## config.mk

```make
export PLATFORM = sky130hd
export DESIGN_NAME = bencode_stream_validator
export DESIGN_NICKNAME = d
export VERILOG_FILES = /design/src/hdl/bsv_pkg.sv /design/src/hdl/bencode_stream_validator.sv /design/src/hdl/bsv_front.sv /design/src/hdl/bsv_back.sv
export SDC_FILE = /design/constraint.sdc
export NUM_CORES = 1
export LEC_CHECK = 0
export ABC_AREA = 1
export CAP_MARGIN = 5
export CORE_MARGIN = 8
export CORE_UTILIZATION = 50
export DETAILED_ROUTE_END_ITERATION = 8
export DONT_BUFFER_PORTS = 1
export PLACE_DENSITY_LB_ADDON = 0.1
export SKIP_LAST_GASP = 1
export SYNTH_ARGS = -nofsm -noshare
export SYNTH_HDL_FRONTEND = slang
export SYNTH_SLANG_ARGS = --single-unit
```

## constraint.sdc

```tcl
create_clock -name clk -period 10.35 [get_ports clk]
set_input_delay 2.07 -clock clk [delete_from_list [all_inputs] [get_ports clk]]
set_output_delay 2.07 -clock clk [all_outputs]
set_load 0.05 [all_outputs]
```

## src/hdl/bsv_pkg.sv

```systemverilog
package bsv_pkg;

  // Parameter defaults
  localparam int MAX_NEST_DEF   = 32;
  localparam int FRAME_BITS_DEF = 16;

  // Port widths fixed by the field layout
  localparam int IN_TDATA_W  = 8;
  localparam int OUT_TDATA_W = 104;
  localparam int OUT_TUSER_W = 4;
  localparam int DEPTH_W     = 6;
  localparam logic [DEPTH_W-1:0] DEPTH_RESET = 6'd32;

  // Token events
  localparam logic [2:0] EV_NONE    = 3'd0;
  localparam logic [2:0] EV_INT     = 3'd1;
  localparam logic [2:0] EV_STR_HDR = 3'd2;
  localparam logic [2:0] EV_PAYLOAD = 3'd3;
  localparam logic [2:0] EV_LIST    = 3'd4;
  localparam logic [2:0] EV_DICT    = 3'd5;
  localparam logic [2:0] EV_CLOSE   = 3'd6;
  localparam logic [2:0] EV_TRAIL   = 3'd7;

  // Error codes
  localparam logic [2:0] ERR_NONE     = 3'd0;
  localparam logic [2:0] ERR_BYTE     = 3'd1;
  localparam logic [2:0] ERR_OVERFLOW = 3'd2;
  localparam logic [2:0] ERR_DEPTH    = 3'd3;
  localparam logic [2:0] ERR_TRUNC    = 3'd4;

  // Byte classes found by the front end
  localparam logic [2:0] K_OTHER = 3'd0;
  localparam logic [2:0] K_INT   = 3'd1;
  localparam logic [2:0] K_LIST  = 3'd2;
  localparam logic [2:0] K_DICT  = 3'd3;
  localparam logic [2:0] K_END   = 3'd4;
  localparam logic [2:0] K_COLON = 3'd5;
  localparam logic [2:0] K_MINUS = 3'd6;

  // One classified input beat
  typedef struct packed {
    logic [7:0] data;
    logic       last;
    logic       is_digit;
    logic [3:0] digit;
    logic [2:0] kind;
  } beat_t;

  function automatic beat_t classify(input logic [7:0] b, input logic last);
    beat_t r;
    r.data     = b;
    r.last     = last;
    r.is_digit = (b >= 8'h30) && (b <= 8'h39);
    r.digit    = 4'(b - 8'h30);
    case (b)
      8'h69:   r.kind = K_INT;
      8'h6C:   r.kind = K_LIST;
      8'h64:   r.kind = K_DICT;
      8'h65:   r.kind = K_END;
      8'h3A:   r.kind = K_COLON;
      8'h2D:   r.kind = K_MINUS;
      default: r.kind = K_OTHER;
    endcase
    return r;
  endfunction

endpackage

```

## src/hdl/bencode_stream_validator.sv

```systemverilog
// Streaming bencode validator.
// Input: one frame byte per beat on in_tdata, in_tlast marking the frame's
// final byte. Output: exactly one beat per input byte, in order, giving the
// token event (out_tuser) plus value, payload byte, nesting level, done flag,
// sticky error code and consumed byte count (out_tdata).
// Throughput is one byte per cycle while out_tready stays high. An accepted
// byte is first written into the front queue, and the parser then carries it
// from the queue into the output register.
// The two-entry front queue decouples the input from the parser, so input
// beats keep flowing while a result waits in the output register; when the
// receiver holds out_tready low, the queue fills and in_tready drops.
// The user must write max_depth (cfg_wr_en/cfg_wr_data) only while the block
// is idle; the block does not enforce this. Reset (synchronous, rst_n low)
// empties the queue and output register, returns the parser to frame start
// and sets max_depth to 32; a frame's last byte also resets the parser.
module bencode_stream_validator
  import bsv_pkg::*;
#(
  parameter int MAX_NEST   = MAX_NEST_DEF,
  parameter int FRAME_BITS = FRAME_BITS_DEF
) (
  input  logic                   clk,
  input  logic                   rst_n,
  input  logic                   cfg_wr_en,
  input  logic [DEPTH_W-1:0]     cfg_wr_data,   // max_depth
  input  logic                   in_tvalid,
  output logic                   in_tready,
  input  logic [IN_TDATA_W-1:0]  in_tdata,      // [7:0] in_byte
  input  logic                   in_tlast,      // frame_last
  output logic                   out_tvalid,
  input  logic                   out_tready,
  // [63:0] value, [71:64] payload, [77:72] level, [78] done_res,
  // [81:79] error_code, [97:82] consumed_count, [103:98] zero
  output logic [OUT_TDATA_W-1:0] out_tdata,
  output logic [OUT_TUSER_W-1:0] out_tuser      // [2:0] event_res, [3] is_key
);

  logic  q_valid, q_pop;
  beat_t q_beat;

  bsv_front u_front (
    .clk      (clk),
    .rst_n    (rst_n),
    .in_valid (in_tvalid),
    .in_ready (in_tready),
    .in_byte  (in_tdata),
    .in_last  (in_tlast),
    .q_valid  (q_valid),
    .q_pop    (q_pop),
    .q_beat   (q_beat)
  );

  bsv_back #(
    .MAX_NEST   (MAX_NEST),
    .FRAME_BITS (FRAME_BITS)
  ) u_back (
    .clk         (clk),
    .rst_n       (rst_n),
    .cfg_wr_en   (cfg_wr_en),
    .cfg_wr_data (cfg_wr_data),
    .q_valid     (q_valid),
    .q_pop       (q_pop),
    .q_beat      (q_beat),
    .out_valid   (out_tvalid),
    .out_ready   (out_tready),
    .out_data    (out_tdata),
    .out_user    (out_tuser)
  );

endmodule

```

## src/hdl/bsv_front.sv

```systemverilog
module bsv_front
  import bsv_pkg::*;
(
  input  logic        clk,
  input  logic        rst_n,
  input  logic        in_valid,
  output logic        in_ready,
  input  logic [7:0]  in_byte,
  input  logic        in_last,
  output logic        q_valid,
  input  logic        q_pop,
  output beat_t       q_beat
);

  beat_t      q_r [2];
  logic       wr_ptr_r, rd_ptr_r;
  logic [1:0] cnt_r;
  logic       push, pop;

  assign in_ready = (cnt_r != 2'd2);
  assign q_valid  = (cnt_r != 2'd0);
  assign q_beat   = q_r[rd_ptr_r];
  assign push     = in_valid && in_ready;
  assign pop      = q_valid && q_pop;

  // Queue pointers and fill count.
  always_ff @(posedge clk) begin
    if (!rst_n) begin
      wr_ptr_r <= 1'b0;
      rd_ptr_r <= 1'b0;
      cnt_r    <= 2'd0;
    end else begin
      if (push) wr_ptr_r <= ~wr_ptr_r;
      if (pop)  rd_ptr_r <= ~rd_ptr_r;
      cnt_r <= cnt_r + 2'(push) - 2'(pop);
    end
  end

  // Classify each byte as it enters the queue.
  always_ff @(posedge clk) begin
    if (push) q_r[wr_ptr_r] <= classify(in_byte, in_last);
  end

endmodule

```

## src/hdl/bsv_back.sv

```systemverilog
module bsv_back
  import bsv_pkg::*;
#(
  parameter int MAX_NEST   = MAX_NEST_DEF,
  parameter int FRAME_BITS = FRAME_BITS_DEF
) (
  input  logic                   clk,
  input  logic                   rst_n,
  input  logic                   cfg_wr_en,
  input  logic [DEPTH_W-1:0]     cfg_wr_data,
  input  logic                   q_valid,
  output logic                   q_pop,
  input  beat_t                  q_beat,
  output logic                   out_valid,
  input  logic                   out_ready,
  output logic [OUT_TDATA_W-1:0] out_data,
  output logic [OUT_TUSER_W-1:0] out_user
);

  localparam int LVL_W = $clog2(MAX_NEST + 2);

  // Parser phases
  localparam logic [2:0] PH_VALUE      = 3'd0;
  localparam logic [2:0] PH_INT_FIRST  = 3'd1;
  localparam logic [2:0] PH_INT_NEG    = 3'd2;
  localparam logic [2:0] PH_INT_DIGITS = 3'd3;
  localparam logic [2:0] PH_LEN_DIGITS = 3'd4;
  localparam logic [2:0] PH_PAYLOAD    = 3'd5;
  localparam logic [2:0] PH_DONE       = 3'd6;
  localparam logic [2:0] PH_ERROR      = 3'd7;

  // Container kinds
  localparam logic [1:0] C_NONE = 2'd0;
  localparam logic [1:0] C_LIST = 2'd1;
  localparam logic [1:0] C_DKEY = 2'd2;
  localparam logic [1:0] C_DVAL = 2'd3;

  localparam logic [67:0] POS_LIMIT = 68'h7FFFFFFFFFFFFFFF;
  localparam logic [67:0] NEG_LIMIT = 68'h8000000000000000;

  logic [DEPTH_W-1:0]    max_depth_r;
  logic [1:0]            stk_r   [MAX_NEST+1];
  logic [1:0]            stk_nxt [MAX_NEST+1];
  logic [LVL_W-1:0]      lvl_r, lvl_nxt;
  logic [2:0]            phase_r, phase_nxt;
  logic [63:0]           acc_r, acc_nxt;
  logic                  neg_r, neg_nxt;
  logic [62:0]           left_r, left_nxt;
  logic [FRAME_BITS-1:0] off_r, off_nxt;
  logic [2:0]            err_r, err_nxt;
  logic                  vdone_r, vdone_nxt;

  logic                  out_valid_r;
  logic [OUT_TDATA_W-1:0] out_data_r;
  logic [OUT_TUSER_W-1:0] out_user_r;

  logic                  take;
  logic [1:0]            top;
  logic [7:0]            eff;
  logic [67:0]           grown;
  logic                  push, pop, fin, done;
  logic [2:0]            ev, err;
  logic [63:0]           val;
  logic [7:0]            pl;
  logic                  key;
  logic [31:0]           off_ext;
  logic [15:0]           consumed;

  assign take      = q_valid && (!out_valid_r || out_ready);
  assign q_pop     = take;
  assign out_valid = out_valid_r;
  assign out_data  = out_data_r;
  assign out_user  = out_user_r;

  assign top   = (lvl_r != '0) ? stk_r[0] : C_NONE;
  assign eff   = (8'(max_depth_r) > 8'(MAX_NEST)) ? 8'(MAX_NEST) : 8'(max_depth_r);
  // acc*10 + digit, built from shifts
  assign grown = {1'b0, acc_r, 3'b000} + {3'b000, acc_r, 1'b0} + 68'(q_beat.digit);

  // Next-state logic for one beat.
  always_comb begin
    lvl_nxt   = lvl_r;
    phase_nxt = phase_r;
    acc_nxt   = acc_r;
    neg_nxt   = neg_r;
    left_nxt  = left_r;
    off_nxt   = off_r;
    err_nxt   = err_r;
    vdone_nxt = vdone_r;
    push = 1'b0;
    pop  = 1'b0;
    fin  = 1'b0;
    done = 1'b0;
    ev   = EV_NONE;
    err  = ERR_NONE;
    val  = '0;
    pl   = '0;
    key  = 1'b0;

    if (phase_r == PH_DONE) begin
      ev = EV_TRAIL;
    end else if (phase_r != PH_ERROR) begin
      if (off_r != '1) off_nxt = off_r + 1'b1;
      case (phase_r)
        PH_VALUE: begin
          if (q_beat.kind == K_END && (top == C_LIST || top == C_DKEY)) begin
            pop = 1'b1;
            ev  = EV_CLOSE;
            fin = 1'b1;
          end else if (top == C_DKEY) begin
            if (q_beat.is_digit) begin
              acc_nxt   = 64'(q_beat.digit);
              phase_nxt = PH_LEN_DIGITS;
            end else begin
              err = ERR_BYTE;
            end
          end else if (8'(lvl_r) > eff) begin
            err = ERR_DEPTH;
          end else if (q_beat.kind == K_INT) begin
            acc_nxt   = '0;
            neg_nxt   = 1'b0;
            phase_nxt = PH_INT_FIRST;
          end else if (q_beat.is_digit) begin
            acc_nxt   = 64'(q_beat.digit);
            phase_nxt = PH_LEN_DIGITS;
          end else if (q_beat.kind == K_LIST || q_beat.kind == K_DICT) begin
            push = 1'b1;
            ev   = (q_beat.kind == K_LIST) ? EV_LIST : EV_DICT;
          end else begin
            err = ERR_BYTE;
          end
        end
        PH_INT_FIRST: begin
          if (q_beat.kind == K_MINUS) begin
            neg_nxt   = 1'b1;
            phase_nxt = PH_INT_NEG;
          end else if (q_beat.is_digit) begin
            acc_nxt   = 64'(q_beat.digit);
            phase_nxt = PH_INT_DIGITS;
          end else begin
            err = ERR_BYTE;
          end
        end
        PH_INT_NEG: begin
          if (q_beat.is_digit) begin
            acc_nxt   = 64'(q_beat.digit);
            phase_nxt = PH_INT_DIGITS;
          end else begin
            err = ERR_BYTE;
          end
        end
        PH_INT_DIGITS: begin
          if (q_beat.is_digit) begin
            if (grown > (neg_r ? NEG_LIMIT : POS_LIMIT)) err = ERR_OVERFLOW;
            else acc_nxt = grown[63:0];
          end else if (q_beat.kind == K_END) begin
            ev  = EV_INT;
            val = neg_r ? (64'd0 - acc_r) : acc_r;
            fin = 1'b1;
          end else begin
            err = ERR_BYTE;
          end
        end
        PH_LEN_DIGITS: begin
          if (q_beat.is_digit) begin
            if (grown > POS_LIMIT) err = ERR_OVERFLOW;
            else acc_nxt = grown[63:0];
          end else if (q_beat.kind == K_COLON) begin
            ev  = EV_STR_HDR;
            val = acc_r;
            key = (top == C_DKEY);
            if (acc_r == '0) begin
              fin = 1'b1;
            end else begin
              left_nxt  = acc_r[62:0];
              phase_nxt = PH_PAYLOAD;
            end
          end else begin
            err = ERR_BYTE;
          end
        end
        default: begin
          ev       = EV_PAYLOAD;
          pl       = q_beat.data;
          key      = (top == C_DKEY);
          left_nxt = left_r - 1'b1;
          if (left_r == 63'd1) fin = 1'b1;
        end
      endcase
    end

    // Stack shift: entry 0 is always the innermost container.
    for (int i = 0; i <= MAX_NEST; i++) stk_nxt[i] = stk_r[i];
    if (push) begin
      for (int i = MAX_NEST; i > 0; i--) stk_nxt[i] = stk_r[i-1];
      stk_nxt[0] = (q_beat.kind == K_LIST) ? C_LIST : C_DKEY;
      lvl_nxt    = lvl_r + 1'b1;
    end else if (pop) begin
      for (int i = 0; i < MAX_NEST; i++) stk_nxt[i] = stk_r[i+1];
      lvl_nxt = lvl_r - 1'b1;
    end

    // Value ended: the top value is complete, a parent dict flips or a list goes on.
    if (fin) begin
      if (lvl_nxt == '0) begin
        vdone_nxt = 1'b1;
        phase_nxt = PH_DONE;
        done      = 1'b1;
      end else begin
        if (stk_nxt[0] == C_DKEY) stk_nxt[0] = C_DVAL;
        else if (stk_nxt[0] == C_DVAL) stk_nxt[0] = C_DKEY;
        phase_nxt = PH_VALUE;
      end
    end

    if (err != ERR_NONE) begin
      err_nxt   = err;
      phase_nxt = PH_ERROR;
      ev   = EV_NONE;
      val  = '0;
      pl   = '0;
      key  = 1'b0;
      done = 1'b0;
    end
    if (q_beat.last && err_nxt == ERR_NONE && !vdone_nxt) err_nxt = ERR_TRUNC;

    off_ext  = 32'(off_nxt);
    consumed = !vdone_nxt ? 16'd0 : (off_ext > 32'hFFFF) ? 16'hFFFF : off_ext[15:0];
  end

  // Configuration register.
  always_ff @(posedge clk) begin
    if (!rst_n) max_depth_r <= DEPTH_RESET;
    else if (cfg_wr_en) max_depth_r <= cfg_wr_data;
  end

  // Parser state; the last beat of a frame returns it to the frame-start values.
  always_ff @(posedge clk) begin
    if (!rst_n) begin
      lvl_r   <= '0;
      phase_r <= PH_VALUE;
      acc_r   <= '0;
      neg_r   <= 1'b0;
      left_r  <= '0;
      off_r   <= '0;
      err_r   <= ERR_NONE;
      vdone_r <= 1'b0;
    end else if (take) begin
      if (q_beat.last) begin
        lvl_r   <= '0;
        phase_r <= PH_VALUE;
        acc_r   <= '0;
        neg_r   <= 1'b0;
        left_r  <= '0;
        off_r   <= '0;
        err_r   <= ERR_NONE;
        vdone_r <= 1'b0;
      end else begin
        lvl_r   <= lvl_nxt;
        phase_r <= phase_nxt;
        acc_r   <= acc_nxt;
        neg_r   <= neg_nxt;
        left_r  <= left_nxt;
        off_r   <= off_nxt;
        err_r   <= err_nxt;
        vdone_r <= vdone_nxt;
      end
    end
  end

  // Container stack entries carry no reset; only entries below the level are read.
  always_ff @(posedge clk) begin
    if (take) begin
      for (int i = 0; i <= MAX_NEST; i++) stk_r[i] <= stk_nxt[i];
    end
  end

  // Output register.
  always_ff @(posedge clk) begin
    if (!rst_n) out_valid_r <= 1'b0;
    else if (take) out_valid_r <= 1'b1;
    else if (out_ready) out_valid_r <= 1'b0;
  end

  always_ff @(posedge clk) begin
    if (take) begin
      out_data_r <= {6'd0, consumed, err_nxt, done, DEPTH_W'(lvl_nxt), pl, val};
      out_user_r <= {key, ev};
    end
  end

endmodule

```

==> results of run 1 <==
cells by family after synthesis:
kind of cell,after synthesis,synth area share (%)
and+or+nand+nor,1505,23.4
AOI/OAI and AO/OA,1018,20.8
buffers and inverters,598,8.55
DFF,363,33.7
adders and majority gates,211,9.71
xor gates and xnor gates,120,3.84
other,1,0.0137
muxes,1,0.0366
final timing paths:
| kind | end | slack, ns | cells past startpoint |
|---|---|---|---|
| max | u_back.acc_r[1]$_SDFFE_PN0P_ | 3.06 | 34 |
| min | u_back.err_r[2]$_SDFFE_PN0P_ | 0.44 | 2 |
| max reg2reg | u_back.acc_r[1]$_SDFFE_PN0P_ | 3.06 | 34 |
| min reg2reg | u_back.err_r[2]$_SDFFE_PN0P_ | 0.44 | 2 |
flip-flops by register name, indices dropped and copies added (netlist names), 2 cells and up, named ones only:
signal,cells
u_back.acc_r,64
u_back.err_r,3
u_back.left_r,63
u_back.lvl_r,6
u_back.max_depth_r,6
u_back.off_r,16
u_back.out_data,98
u_back.out_user,4
u_back.phase_r,3
u_back.stk_r,66
u_front.cnt_r,2
u_front.q_r,26
per-layer routing:
layer / track usage [%] / up-vias
li1: - / 12800
met4: 7.59 / 0
met1: 40.6 / 12100
met2: 42.2 / 1155
met5: 0 / -
met3: 4.68 / 150
cell type report:
type,count,share of cell area [%]
tap,696,2.98
sequential,363,31.5
multi-input combinational,2861,54.3
inverter,435,5.58
clock buffer,52,3.86
clock inverter,25,1.24
timing repair buffer,24,0.616
cell usage in the layout (no fill, tap or decap), types with 60 or more instances in the layout:
cell        n
edfxtp_1  194
nand2_1   716
inv_1     402
o22ai_1    96
a21oi_1   417
o21ai_0   297
xor2_1     96
a211oi_1   60
nor2_1    470
ha_1      209
nand3_1   105
dfxtp_1   168
power by group:
| part | internal [mW] | switching, mW |
|---|---|---|
| Combinational | 1.62 | 3.68 |
| Sequential | 2.05 | 1.07 |
| Clock | 0.963 | 0.662 |
| Total | 4.64 | 5.41 |
stage by stage:
stage	power, mW	util (%)	cell area [um2]	setup slack (ns)
2_1_floorplan	6.90	-	27400	3.71
3_3_place_gp	8.27	51.5	27800	3.31
3_5_place_dp	8.31	51.5	27800	3.14
4_1_cts	9.95	54.3	29300	3.10
5_1_grt	10.8	54.3	29300	2.36
6_report	10.1	54.3	29300	3.06
critical path: cells and delay by family (launching register included):
kind,cells,cell delay (ns)
compound gates,6,0.98
fa+ha+maj,3,1.33
buf+inv,4,1.12
flops,1,0.65
simple gates,21,3.04
==> metrics.cfg, run 1 <==
[status]
status = finished clean

[setup_path]
slowest_delay_ns = 0.66
worst-setup-path-type = reg -> reg
start_kind = flip-flop
path_common_cell = nand2_1
crit_required_ns = 10.77
crit_path_max_fanout = 100
cp-end-kind = flip-flop
critPathSlowestCell = inv_2
worstPathArrival_ns = 7.71

[timing]
fin_skew_ns = 0.0230
hold_slack_ns = 0.444
finalMaxSlewViolations = 0
final.period_utilization_pct = 70.5
rsz0062_at_grt = no
setup_viol_count_final = 0
hold_viol_final = 0
relSlewSlack_pct = 26.1
tns_ns = 0
tightest_slew_ns = 1.10
fmax_mhz = 137
finalCriticalPeriod_ns = 7.29

[clocking]
h-tree-depth = 2
postCtsSetupRepairBufs = 0
ctsResizeCount = 0
cts_buffers = 42
cts.reportedPaths.clkPinSlew_ns = 0.06
ctsLongestPathBuffers = 3
clock_latency_ns = 0.59
cts_tree = built
cts_hold_repair.buffers = 0
clkSinkCount = 363
clockRootBuffer = clkbuf_16

[detailed_routing]
first_iter_violations = 2993
ant_nets = 0
wire_per_inst_um = 20.4
wl_mm = 90.7
num_vias = 26200
wl_met3_mm = 9.02
via_per_inst = 5.89
firstDrtPassIters = 8
route.met2.wl_mm = 38.8
wl_met1_mm = 40.6
top_layer = met4
route.detailed.drc = 0

[yosys]
syn_area_per_cell_um2 = 7.16
syn_area_um2 = 27300
synth_cell_types = 65
synth_common_cells = nand2_1, nor2_1, a21oi_1
ys_ff_latch = 363
netlist.area_leader.share_pct = 21.3
ys_warn_count = 0
yosysMostFrequentCell = nand2_1
synthCells = 3817
synth.area.top_cells = edfxtp_1, dfxtp_1, nand2_1, ha_1, a21oi_1
yosysTopAreaCell = edfxtp_1
ys_seq_area_share_pct = 33.7
synth_edf_count = 194
synthFlopType = edfxtp_1
synth-async-reset-ratio_pct = 0

[layout]
synthToLayoutAreaGrowth_pct = 7.01
regArea_um2 = 9210
nFillCells = 5238
drive_gt1_share_pct = 5.64
antennaDiodeCount = 0
multiInputGateArea_um2 = 15900
final_cell_count_no_fill = 4456
final_nets = 3958

[grt]
grt_pass1_wl_mm = 140
grt_pass1_vias = 24000
grt.total_usage_pct = 27.9
grt_overflow = 0
antenna_found_initial = 2
grt_max_degree = 101

[floorplan]
coreArea_um2 = 53900
dieArea_um2 = 62400
io_pins = 130
die_w_um = 250
rows = 85
die_height_um = 250
start_util_pct = 50.7

[min_path]
hold_class = reg -> reg
min_from = u_back.err_r[2]$_SDFFE_PN0P_

[power_and_ir_drop]
peakVddDrop_uv = 191
leakagePower_nw = 12.6
power_density_nw_per_um2 = 343

[placed_design]
gp_routability_congestion = 0.956
portBuffers = 0
dpl.hpwl_mm = 66.6
dp_cells = 4379

[run]
drv_cap = 0

(Power assumes the default switching activity.)
==> inputs of run 2 (changes only) <==
- ABC_AREA: 1 -> 0
- clock period: 10.35 -> 6.9 ns (I/O delays scaled with it)
==> metrics.cfg, run 2 <==
[clocking]
h-tree-depth = 2  ; unchanged
cts.reportedPaths.clkPinSlew_ns = 0.06  ; about the same
cts_buffers = 43  ; was 42
clkSinkCount = 363  ; unchanged
cts_hold_repair.buffers = 0  ; unchanged
clockRootBuffer = clkbuf_16  ; unchanged
cts_tree = built  ; unchanged
ctsLongestPathBuffers = 3  ; unchanged
clock_latency_ns = 0.60  ; was 0.59 ns

[timing]
fmax_mhz = 151  ; was 137 MHz
finalCriticalPeriod_ns = 6.62  ; was 7.29 ns
fin_skew_ns = 0.0304  ; was 0.0230 ns
tns_ns = 0  ; unchanged
tightest_slew_ns = 1.32  ; was 1.10 ns
finalMaxSlewViolations = 0  ; unchanged
rsz0062_at_grt = no  ; unchanged
hold_slack_ns = 0.466  ; was 0.444 ns
relSlewSlack_pct = 11.4  ; was 26.1%
final.period_utilization_pct = 96.0  ; was 70.5%
hold_viol_final = 0  ; unchanged
timing.final.ws_setup_ns = 0.279  ; was 3.06 ns
setup_viol_count_final = 0  ; unchanged

[floorplan]
coreArea_um2 = 49000  ; was 53900 um2
die_height_um = 239  ; was 250 um
io_pins = 130  ; unchanged
start_util_pct = 50.6  ; was 50.7%
die_w_um = 239  ; was 250 um
rows = 81  ; was 85
dieArea_um2 = 56900  ; was 62400 um2

[yosys]
synth_cell_types = 86  ; was 65
netlist.area_leader.share_pct = 23.5  ; was 21.3%
yosysMostFrequentCell = nand2_1  ; unchanged
yosysTopAreaCell = edfxtp_1  ; unchanged
syn_area_um2 = 24800  ; was 27300 um2
ys_ff_latch = 363  ; unchanged
synth-async-reset-ratio_pct = 0  ; unchanged
ys_seq_area_share_pct = 37.2  ; was 33.7%
ys_warn_count = 0  ; unchanged
syn_area_per_cell_um2 = 8.85  ; was 7.16 um2
synthCells = 2799  ; was 3817
synth.area.top_cells = edfxtp_1, dfxtp_1, ha_1, o21ai_0, a21oi_1  ; was edfxtp_1, dfxtp_1, nand2_1, ha_1, a21oi_1
synthFlopType = edfxtp_1  ; unchanged
synth_edf_count = 194  ; unchanged
synth_common_cells = nand2_1, o21ai_0, a21oi_1  ; was nand2_1, nor2_1, a21oi_1

[power_and_ir_drop]
total_power_mw = 11.1  ; was 10.1 mW
leakagePower_nw = 11.4  ; was 12.6 nW
power_density_nw_per_um2 = 407  ; was 343 nW/um2
peakVddDrop_uv = 249  ; was 191 uV

[layout]
largest_register_ffs = 98  ; unchanged
nFillCells = 4339  ; was 5238
final_nets = 2995  ; was 3958
drive_gt1_share_pct = 8.72  ; was 5.64%
mostFrequentLayoutCell = nand2_1  ; unchanged
fin_area_um2 = 27300  ; was 29300 um2
regArea_um2 = 9210  ; unchanged
final_cell_count_no_fill = 3463  ; was 4456
synthToLayoutAreaGrowth_pct = 10.5  ; was 7.01%
final_cell_mix = nand2_1, o21ai_0, a21oi_1  ; was nand2_1, nor2_1, a21oi_1
fin_util_pct = 55.9  ; was 54.3%
multiInputGateArea_um2 = 14800  ; was 15900 um2
antennaDiodeCount = 0  ; unchanged

[detailed_routing]
route.detailed.drc = 0  ; unchanged
via_per_inst = 6.48  ; was 5.89
firstDrtPassIters = 6  ; was 8
ant_nets = 0  ; unchanged
wl_mm = 80.6  ; was 90.7 mm
first_iter_violations = 2229  ; was 2993
wire_per_inst_um = 23.3  ; was 20.4 um
num_vias = 22400  ; was 26200

[grt]
grt_overflow = 0  ; unchanged
grt_max_degree = 174  ; was 101
grt_pass1_wl_mm = 123  ; was 140 mm
grt_pass1_vias = 21000  ; was 24000
antenna_found_initial = 1  ; was 2
grt.total_usage_pct = 27.2  ; was 27.9%

[setup_path]
cp_num_buf_inv = 2  ; was 4
reg2reg_slack_ns = 0.28  ; was 3.06 ns
r2r-end = u_back.acc_r[43]$_SDFFE_PN0P_  ; was u_back.acc_r[1]$_SDFFE_PN0P_
worst-setup-path-type = reg -> reg  ; unchanged
worstPathArrival_ns = 7.11  ; was 7.71 ns
crit_required_ns = 7.38  ; was 10.77 ns
cp-end-kind = flip-flop  ; unchanged
critPathSlowestCell = or4_1  ; was inv_2
reg2regPathDepth = 25  ; was 34
critical-path-top-delay-family = compound AO/OA/AOI/OAI gates  ; was simple AND/OR/NAND/NOR gates
slowest_delay_ns = 0.54  ; was 0.66 ns
start_kind = flip-flop  ; unchanged
crit_path_max_fanout = 27  ; was 100

[placed_design]
dp_slack_ns = -0.216  ; was 3.14 ns
placed_area_um2 = 25600  ; was 27800 um2
dp_cells = 3381  ; was 4379
gp_routability_congestion = 0.936  ; was 0.956
dpl.hpwl_mm = 56.5  ; was 66.6 mm
portBuffers = 0  ; unchanged

[min_path]
min_from = u_back.left_r[33]$_SDFFE_PN0P_  ; was u_back.err_r[2]$_SDFFE_PN0P_
holdPathEnd = u_back.left_r[33]$_SDFFE_PN0P_  ; was u_back.err_r[2]$_SDFFE_PN0P_
worstHoldPathCells = 2  ; unchanged
hold_class = reg -> reg  ; unchanged

[run]
drv_cap = 0  ; unchanged

[status]
status = finished clean  ; unchanged

## run 2: cell count changes after synthesis, sizes merged, moves of 48 or more
cell   before  now
a21oi     422  219
a22o        0   69
a32o        0   48
inv       430   59
nand2     735  286
nand3     116   59
nor2      498  207
o22ai      96   11
xor2       96   34
## run 2: what timing repair did
action | in CTS | in global routing
pin swaps | 1 | 12
endpoints found under the hold margin | 0 | 0
resized for setup | 5 | 27
buffers inserted | 0 | 2
gates cloned | 0 | 0
endpoints found under the setup margin | 73 | 73
## run 2: metal layers
metal / track usage, % / share of wire, %
met2: 42.7 / 45
met4: 12.5 / 4.4
met3: 3.49 / 6.5
met1: 37.2 / 44
met5: 0 / 0
## run 2: cell type report
class / count / area share (%)
well taps: 664 / 3.04
clock buffers: 61 / 4.52
clock inverters: 19 / 1.04
repair buffers: 91 / 2.69
flip-flops and latches: 363 / 33.7
inverters: 60 / 0.833
multi-input cells: 2205 / 54.2
## run 2: how the worst max path moves through the flow
| stage | to | slack [ns] | cells after the start |
|---|---|---|---|
| CTS | u_back.acc_r[43]$_SDFFE_PN0P_ | 0.01 | 27 |
| detailed placement | u_back.acc_r[43]$_SDFFE_PN0P_ | -0.22 | 27 |
| global route | u_back.acc_r[43]$_SDFFE_PN0P_ | 0.003 | 27 |
| global placement | u_back.acc_r[40]$_SDFFE_PN0P_ | -0.08 | 27 |
| floorplan | u_back.acc_r[49]$_SDFFE_PN0P_ | 0.06 | 29 |
| finish | u_back.acc_r[43]$_SDFFE_PN0P_ | 0.28 | 25 |
## run 2: worst min-delay path: cells and delay by family (launching register included)
family,cells,cell delay [ns]
DFF,1,0.32
and+or+nand+nor,1,0.05
AOI/OAI and AO/OA,1,0.05
## run 2: logic make-up after synthesis
| family | synth area share (%) |
|---|---|
| compound gates | 25.0 |
| simple gates | 18.5 |
| flops | 37.2 |
| buf+inv | 3.99 |
| fa+ha+maj | 10.7 |
| xor+xnor | 3.18 |
| mux | 1.40 |
| other cells | 0.0151 |
## run 2: power by group
part	internal (mW)	switching, mW	total (mW)	leakage (nW)
Sequential	2.86	1.12	3.98	3.25
Combinational	1.56	3.15	4.71	7.40
Clock	1.48	0.969	2.45	0.742
